$ cat src/hdl/idc_pkg.sv
// ----------------------------------------------------------------------------
// idc_pkg
// Shared types and constants of the ISO 8601 duration checker.
// ----------------------------------------------------------------------------
`default_nettype none

package idc_pkg;

  // Result status codes
  localparam logic [1:0] STATUS_OK       = 2'd0;
  localparam logic [1:0] STATUS_EMPTY    = 2'd1;
  localparam logic [1:0] STATUS_NO_P     = 2'd2;
  localparam logic [1:0] STATUS_MISMATCH = 2'd3;

  // Last designator seen
  localparam logic [3:0] STAGE_NONE   = 4'd0;
  localparam logic [3:0] STAGE_YEAR   = 4'd1;
  localparam logic [3:0] STAGE_MONTH  = 4'd2;
  localparam logic [3:0] STAGE_WEEK   = 4'd3;
  localparam logic [3:0] STAGE_DAY    = 4'd4;
  localparam logic [3:0] STAGE_TIME   = 4'd5;
  localparam logic [3:0] STAGE_HOUR   = 4'd6;
  localparam logic [3:0] STAGE_MINUTE = 4'd7;
  localparam logic [3:0] STAGE_SECOND = 4'd8;

  // ASCII characters of interest
  localparam logic [7:0] CHAR_0 = 8'h30;
  localparam logic [7:0] CHAR_9 = 8'h39;
  localparam logic [7:0] CHAR_P = 8'h50;
  localparam logic [7:0] CHAR_T = 8'h54;
  localparam logic [7:0] CHAR_Y = 8'h59;
  localparam logic [7:0] CHAR_M = 8'h4D;
  localparam logic [7:0] CHAR_W = 8'h57;
  localparam logic [7:0] CHAR_D = 8'h44;
  localparam logic [7:0] CHAR_H = 8'h48;
  localparam logic [7:0] CHAR_S = 8'h53;

  typedef struct packed {
    logic       at_first;
    logic [3:0] stage;
    logic       digits_pending;
    logic       need_digit;
    logic [1:0] error_code;
  } parse_state_t;

  localparam parse_state_t PARSE_RESET = '{
    at_first:       1'b1,
    stage:          STAGE_NONE,
    digits_pending: 1'b0,
    need_digit:     1'b0,
    error_code:     STATUS_OK
  };

  typedef struct packed {
    logic       valid;
    logic [1:0] status;
  } step_result_t;

endpackage : idc_pkg

`default_nettype wire

$ cat src/hdl/iso8601_duration_checker_core.sv
// ----------------------------------------------------------------------------
// iso8601_duration_checker_core
// Streams an ISO 8601 duration string one character per transaction and
// returns one status per string (ok, empty, missing P, mismatch).
// ----------------------------------------------------------------------------
//
//  Channel | Direction | tdata             | tlast    | tuser
//  --------+-----------+-------------------+----------+---------
//  in_     | slave     | [7:0] char_code   | is_last  | is_empty
//  out_    | master    | [1:0] status      | -        | -
//
//  One character per cycle sustained while no status waits on a stalled out_.
//  The status passes through the input register, then the result register,
//  before it goes out on out_.
//  Only a character marked last, or an empty transaction, yields a status.
//  rst_n is synchronous, active low: it drops both register stages and puts
//  the parser state back to "expecting the first character".
//  A stalled result holds in the output register; the input stage keeps
//  advancing while its item yields no status or the result register frees.
// ----------------------------------------------------------------------------
`default_nettype none

module iso8601_duration_checker_core (
  input  logic       clk,
  input  logic       rst_n,
  input  logic       in_tvalid,
  output logic       in_tready,
  input  logic [7:0] in_tdata,   // [7:0] char_code
  input  logic       in_tlast,
  input  logic       in_tuser,   // [0] is_empty
  output logic       out_tvalid,
  input  logic       out_tready,
  output logic [7:0] out_tdata   // [1:0] status, [7:2] zero
);
  import idc_pkg::*;

  // Input register stage
  logic         in_valid_r;
  logic [7:0]   char_r;
  logic         last_r;
  logic         empty_r;

  // Parser state and result register
  parse_state_t state_r;
  parse_state_t state_nxt;
  step_result_t step_res;
  logic         out_valid_r;
  logic [1:0]   status_r;

  logic         out_free;
  logic         advance;

  idc_step u_step (
    .cur_state (state_r),
    .char_code (char_r),
    .is_last   (last_r),
    .is_empty  (empty_r),
    .nxt_state (state_nxt),
    .result    (step_res)
  );

  // Result register can take a new status when empty or being drained.
  assign out_free  = !out_valid_r || out_tready;
  // Retire the held item unless its status would overwrite a stalled one.
  assign advance   = in_valid_r && (!step_res.valid || out_free);
  assign in_tready = !in_valid_r || advance;

  // Capture a new transaction whenever the input stage is free or retiring.
  always_ff @(posedge clk) begin
    if (!rst_n) begin
      in_valid_r <= 1'b0;
    end else if (in_tready) begin
      in_valid_r <= in_tvalid;
    end
  end

  always_ff @(posedge clk) begin
    if (in_tready && in_tvalid) begin
      char_r  <= in_tdata;
      last_r  <= in_tlast;
      empty_r <= in_tuser;
    end
  end

  // Advance the parser state once per retired character.
  always_ff @(posedge clk) begin
    if (!rst_n) begin
      state_r <= PARSE_RESET;
    end else if (advance) begin
      state_r <= state_nxt;
    end
  end

  // Load the status on a retiring item that yields one; drop it when taken.
  always_ff @(posedge clk) begin
    if (!rst_n) begin
      out_valid_r <= 1'b0;
    end else if (advance && step_res.valid) begin
      out_valid_r <= 1'b1;
    end else if (out_tready) begin
      out_valid_r <= 1'b0;
    end
  end

  always_ff @(posedge clk) begin
    if (advance && step_res.valid) begin
      status_r <= step_res.status;
    end
  end

  assign out_tvalid = out_valid_r;
  assign out_tdata  = {6'b000000, status_r};

endmodule : iso8601_duration_checker_core

`default_nettype wire

$ cat src/hdl/idc_step.sv
// ----------------------------------------------------------------------------
// idc_step
// Next-state and status logic for one character of a duration string.
// ----------------------------------------------------------------------------
`default_nettype none

module idc_step (
  input  idc_pkg::parse_state_t cur_state,
  input  logic [7:0]            char_code,
  input  logic                  is_last,
  input  logic                  is_empty,
  output idc_pkg::parse_state_t nxt_state,
  output idc_pkg::step_result_t result
);
  import idc_pkg::*;

  function automatic logic [3:0] rank_of(input logic [7:0] c, input logic [3:0] cur);
    logic [3:0] r;
    r = STAGE_NONE;
    if (cur < STAGE_TIME) begin
      case (c)
        CHAR_Y:  r = STAGE_YEAR;
        CHAR_M:  r = STAGE_MONTH;
        CHAR_W:  r = STAGE_WEEK;
        CHAR_D:  r = STAGE_DAY;
        default: r = STAGE_NONE;
      endcase
    end else begin
      case (c)
        CHAR_H:  r = STAGE_HOUR;
        CHAR_M:  r = STAGE_MINUTE;
        CHAR_S:  r = STAGE_SECOND;
        default: r = STAGE_NONE;
      endcase
    end
    return r;
  endfunction

  parse_state_t s;
  logic         lone_p;
  logic         is_digit;
  logic [3:0]   rank;

  assign is_digit = (char_code >= CHAR_0) && (char_code <= CHAR_9);
  assign rank     = rank_of(char_code, cur_state.stage);

  always_comb begin
    s             = cur_state;
    lone_p        = 1'b0;
    result.valid  = 1'b0;
    result.status = STATUS_OK;
    if (is_empty) begin
      s             = PARSE_RESET;
      result.valid  = 1'b1;
      result.status = STATUS_EMPTY;
    end else begin
      if (cur_state.at_first) begin
        s.at_first = 1'b0;
        if (char_code != CHAR_P) begin
          s.error_code = STATUS_NO_P;
        end else begin
          lone_p = 1'b1;
        end
      end else if (cur_state.error_code == STATUS_OK) begin
        if (is_digit) begin
          s.digits_pending = 1'b1;
          s.need_digit     = 1'b0;
        end else if (cur_state.need_digit) begin
          s.error_code = STATUS_MISMATCH;
        end else if (char_code == CHAR_T) begin
          if (cur_state.stage <= STAGE_DAY && !cur_state.digits_pending) begin
            s.stage      = STAGE_TIME;
            s.need_digit = 1'b1;
          end else begin
            s.error_code = STATUS_MISMATCH;
          end
        end else if (rank != STAGE_NONE && rank > cur_state.stage &&
                     cur_state.digits_pending) begin
          s.stage          = rank;
          s.digits_pending = 1'b0;
        end else begin
          s.error_code = STATUS_MISMATCH;
        end
      end
      if (is_last) begin
        result.valid = 1'b1;
        if (s.error_code != STATUS_OK) begin
          result.status = s.error_code;
        end else if (lone_p || s.digits_pending || s.need_digit) begin
          result.status = STATUS_MISMATCH;
        end else begin
          result.status = STATUS_OK;
        end
        s = PARSE_RESET;
      end
    end
  end

  assign nxt_state = s;

endmodule : idc_step

`default_nettype wire

$ cat config.mk
export PLATFORM = sky130hd
export DESIGN_NAME = iso8601_duration_checker_core
export DESIGN_NICKNAME = d
export VERILOG_FILES = /design/src/hdl/idc_pkg.sv /design/src/hdl/iso8601_duration_checker_core.sv /design/src/hdl/idc_step.sv
export SDC_FILE = /design/constraint.sdc
export NUM_CORES = 1
export LEC_CHECK = 0
export CORE_MARGIN = 4
export CORE_UTILIZATION = 33
export DETAILED_ROUTE_END_ITERATION = 8
export DONT_BUFFER_PORTS = 1
export PLACE_DENSITY = 0.5
export SLEW_MARGIN = 15
export SYNTH_ARGS = -nofsm -noshare
export SYNTH_HDL_FRONTEND = slang
export SYNTH_HIERARCHICAL = 1
export SYNTH_SLANG_ARGS = --single-unit
export TNS_END_PERCENT = 100
$ cat constraint.sdc
create_clock -name clk -period 3.8 [get_ports clk]
set_clock_uncertainty 0.2 [all_clocks]
set_input_delay 0.95 -clock clk [delete_from_list [all_inputs] [get_ports clk]]
set_output_delay 0.95 -clock clk [all_outputs]
set_load 0.005 [all_outputs]
==> results.ini <==
[timing]
tns_ns = 0
setup_ws_ns = 0.350
drv_slew = 0
fmax_mhz = 290
period_minus_slack_ns = 3.45
setup-violations-final = 0
rsz0062_at_grt = no
relSlewSlack_pct = 51.0
worst_pin_slew_ns = 0.731
fin_crit_sh_pct = 90.8
finalHoldViolCount = 0

[synth]
synth.distinct_cells = 58
yosysWarnings = 6
syn_inst = 163
syn_area_per_cell_um2 = 9.73
synth_top_cell_area_share_pct = 22.7
ys_seq_area_share_pct = 36.6
synth_edf_count = 12
synth_common_cells = nand2_1 (23), edfxtp_1 (12), nor2_1 (12)
yosys.area.top_type = edfxtp_1
synthArstFlopShare_pct = 0
ys.flop_type = edfxtp_1
synth_area_um2 = 1590
ys_ff_latch = 23
synth_area_leaders = edfxtp_1 (23%), dfxtp_1 (14%), mux2i_1 (5.7%), nand2_1 (5.4%), buf_4 (3.8%)
synth_most_common_cell = nand2_1

[cells_and_area]
finalCoreUtilization_pct = 35.9
n_antenna_cell = 0
areaGrowthSynthToFinish_pct = 2.13
design_area_um2 = 1620
fillers = 480
nets = 180
drive_above_1_share_pct = 14.3

[outcome]
status = finished, final reports clean

[pwr]
finalPower_mw = 0.468
worst_ir_drop_vdd_mv = 0.184
p_leak_nw = 0.524
powerDensity_nw_per_um2 = 289

[clocking]
hold_buffers = 0
cts_made_buffers = 3
post-cts-setup-buffers = 0
clock-root-buffer = clkbuf_8
cts_sinks = 23
insertion_delay_ns = 0.26
clkTransAtPathRegs_ns = 0.08
cts_tree = yes
cts_max_level = 1
clockBufferDepth = 2
post_cts_resize_count = 0

[global_routing]
grt_use_total_pct = 10.9
grt_max_degree = 21
grt_pass1_vias = 1143
grt.overflow.total = 0
grt_pass1_wl_mm = 5.38
antenna_found_initial = 0

[worst_setup_path]
required_ns = 3.79
cpMaxStageDelayCell = edfxtp_1
cp-startpoint = char_r[5]$_DFFE_PP_
critPathKind = reg -> reg
r2r_slack_ns = 0.35
cp-start-kind = flip-flop
critPathCaptureType = flip-flop
reg2reg_from = char_r[5]$_DFFE_PP_
r2r.worst_path.cells = 13
path_common_cell = nand2_1
crit_path_max_fanout = 4
cpPeakStageDelay_ns = 0.44
r2r_end = state_r[4]$_SDFFE_PN0P_
path_cells = and4bb_2 -> nand4b_1 -> o31ai_1 -> o21bai_1 -> ha_1 -> a41oi_1 -> nand2_1 -> o32a_4 -> nor3_2 -> nor2_1 -> a211oi_1 -> nand2_1 -> mux2i_1
cp.arrival_ns = 3.44
crit_path_end = state_r[4]$_SDFFE_PN0P_

[placement]
post-place-ws_ns = 0.412
place_area_um2 = 1570
port_buffers = 0
dp_hpwl_mm = 2.32
globalplace.congestion = 0.786

[route]
wl_per_cell_um = 14.5
finalWirelength_mm = 3.08
routed_via_density = 5.41
initialDrtViolationCount = 50
drc_errors = 0
drt_first_pass_iters = 4
ant_nets = 0
routed-via-count = 1152

[floorplanning]
die_y_um = 77.3
io_pins = 24
core_region_area_um2 = 4500
start_util_pct = 35.2
die_w_um = 77.3
num_rows = 24
die-area_um2 = 5980

[hold_path]
hold_path_class = reg -> reg

[flow_run]
drv_cap = 0

-- worst min-delay path by stage --
stage,from,endpoint,cells after the start
final,state_r[5]$_SDFFE_PN0P_,state_r[5]$_SDFFE_PN0P_,2
after global routing,state_r[4]$_SDFFE_PN0P_,state_r[4]$_SDFFE_PN0P_,2
after CTS,state_r[5]$_SDFFE_PN0P_,state_r[5]$_SDFFE_PN0P_,2
after detailed placement,state_r[5]$_SDFFE_PN0P_,state_r[5]$_SDFFE_PN0P_,2
after global placement,state_r[5]$_SDFFE_PN0P_,state_r[5]$_SDFFE_PN0P_,2
after floorplan,state_r[5]$_SDFFE_PN0P_,state_r[5]$_SDFFE_PN0P_,2
-- cell type report --
class / instances / area [um^2] / area share (%)
tap: 52 / 65.1 / 4.02
multi-input combinational: 126 / 898 / 55.5
inverter: 8 / 30.0 / 1.85
sequential: 23 / 581 / 35.9
clock buffer: 4 / 45.0 / 2.78
-- critical path, delay by kind of cell, from the launching register on --
family | cells | cell delay, ns
AOI/OAI and AO/OA | 5 | 1.37
DFF | 1 | 0.44
adders and majority gates | 1 | 0.28
and+or+nand+nor | 6 | 0.99
muxes | 1 | 0.13
-- registers in the layout, summed over array words and instances (netlist names) --
| name | count |
|---|---|
| char_r | 8 |
| last_r | 1 |
| empty_r | 1 |
| state_r | 9 |
| out_tvalid | 1 |
| in_valid_r | 1 |
| status_r | 2 |
-- stage by stage --
step                std cells  hold WS [ns]
floorplan                 168         0.256
global placement          209         0.275
detailed placement        209         0.282
CTS                       213         0.291
global route              213         0.325
finish                    213         0.289
-- layout by cell type (no fill, tap or decap), types with 2 or more instances in the layout --
| cell type | instances |
|---|---|
| a211oi_1 | 2 |
| nand4b_1 | 3 |
| nor2_1 | 12 |
| nor3_1 | 3 |
| dfxtp_1 | 11 |
| nand4_1 | 2 |
| and2_1 | 3 |
| nand3_1 | 3 |
| mux2i_1 | 9 |
| o211ai_1 | 2 |
| o21a_1 | 2 |
| inv_1 | 8 |
| conb_1 | 6 |
| o21ai_0 | 5 |
| nand2_1 | 23 |
| a41oi_1 | 2 |
| ha_1 | 4 |
| clkbuf_8 | 3 |
| nor2b_1 | 3 |
| edfxtp_1 | 12 |
| a21oi_1 | 6 |
| nand2b_1 | 2 |
-- power breakdown --
part | total [mW] | internal [mW] | switching [mW]
sequential | 0.282 | 0.271 | 0.0105
combinational | 0.0342 | 0.0151 | 0.0191
clock | 0.152 | 0.0748 | 0.0771
total | 0.468 | 0.361 | 0.107
-- routing by layer --
metal / global-route usage, % / up-vias / routed length, um
met3: 2.46 / 2 / 144
met4: 3.74 / 0 / 23
li1: - / 580 / -
met2: 18.7 / 28 / 1460
met1: 13.6 / 542 / 1460
met5: 0 / - / 0
-- logic make-up (layout without fill, tap and decap cells) --
kind of cell	count (synthesis)	in the layout	share of synthesized area, %
AND/OR/NAND/NOR	74	74	28.3
other	1	6	0.237
flip-flops	23	23	36.6
buffers and inverters	19	12	7.89
AO/OA/AOI/OAI	32	32	17.2
multiplexers	10	10	6.63
adder cells (fa/ha/maj)	4	4	3.16
(Power assumes the default switching activity.)
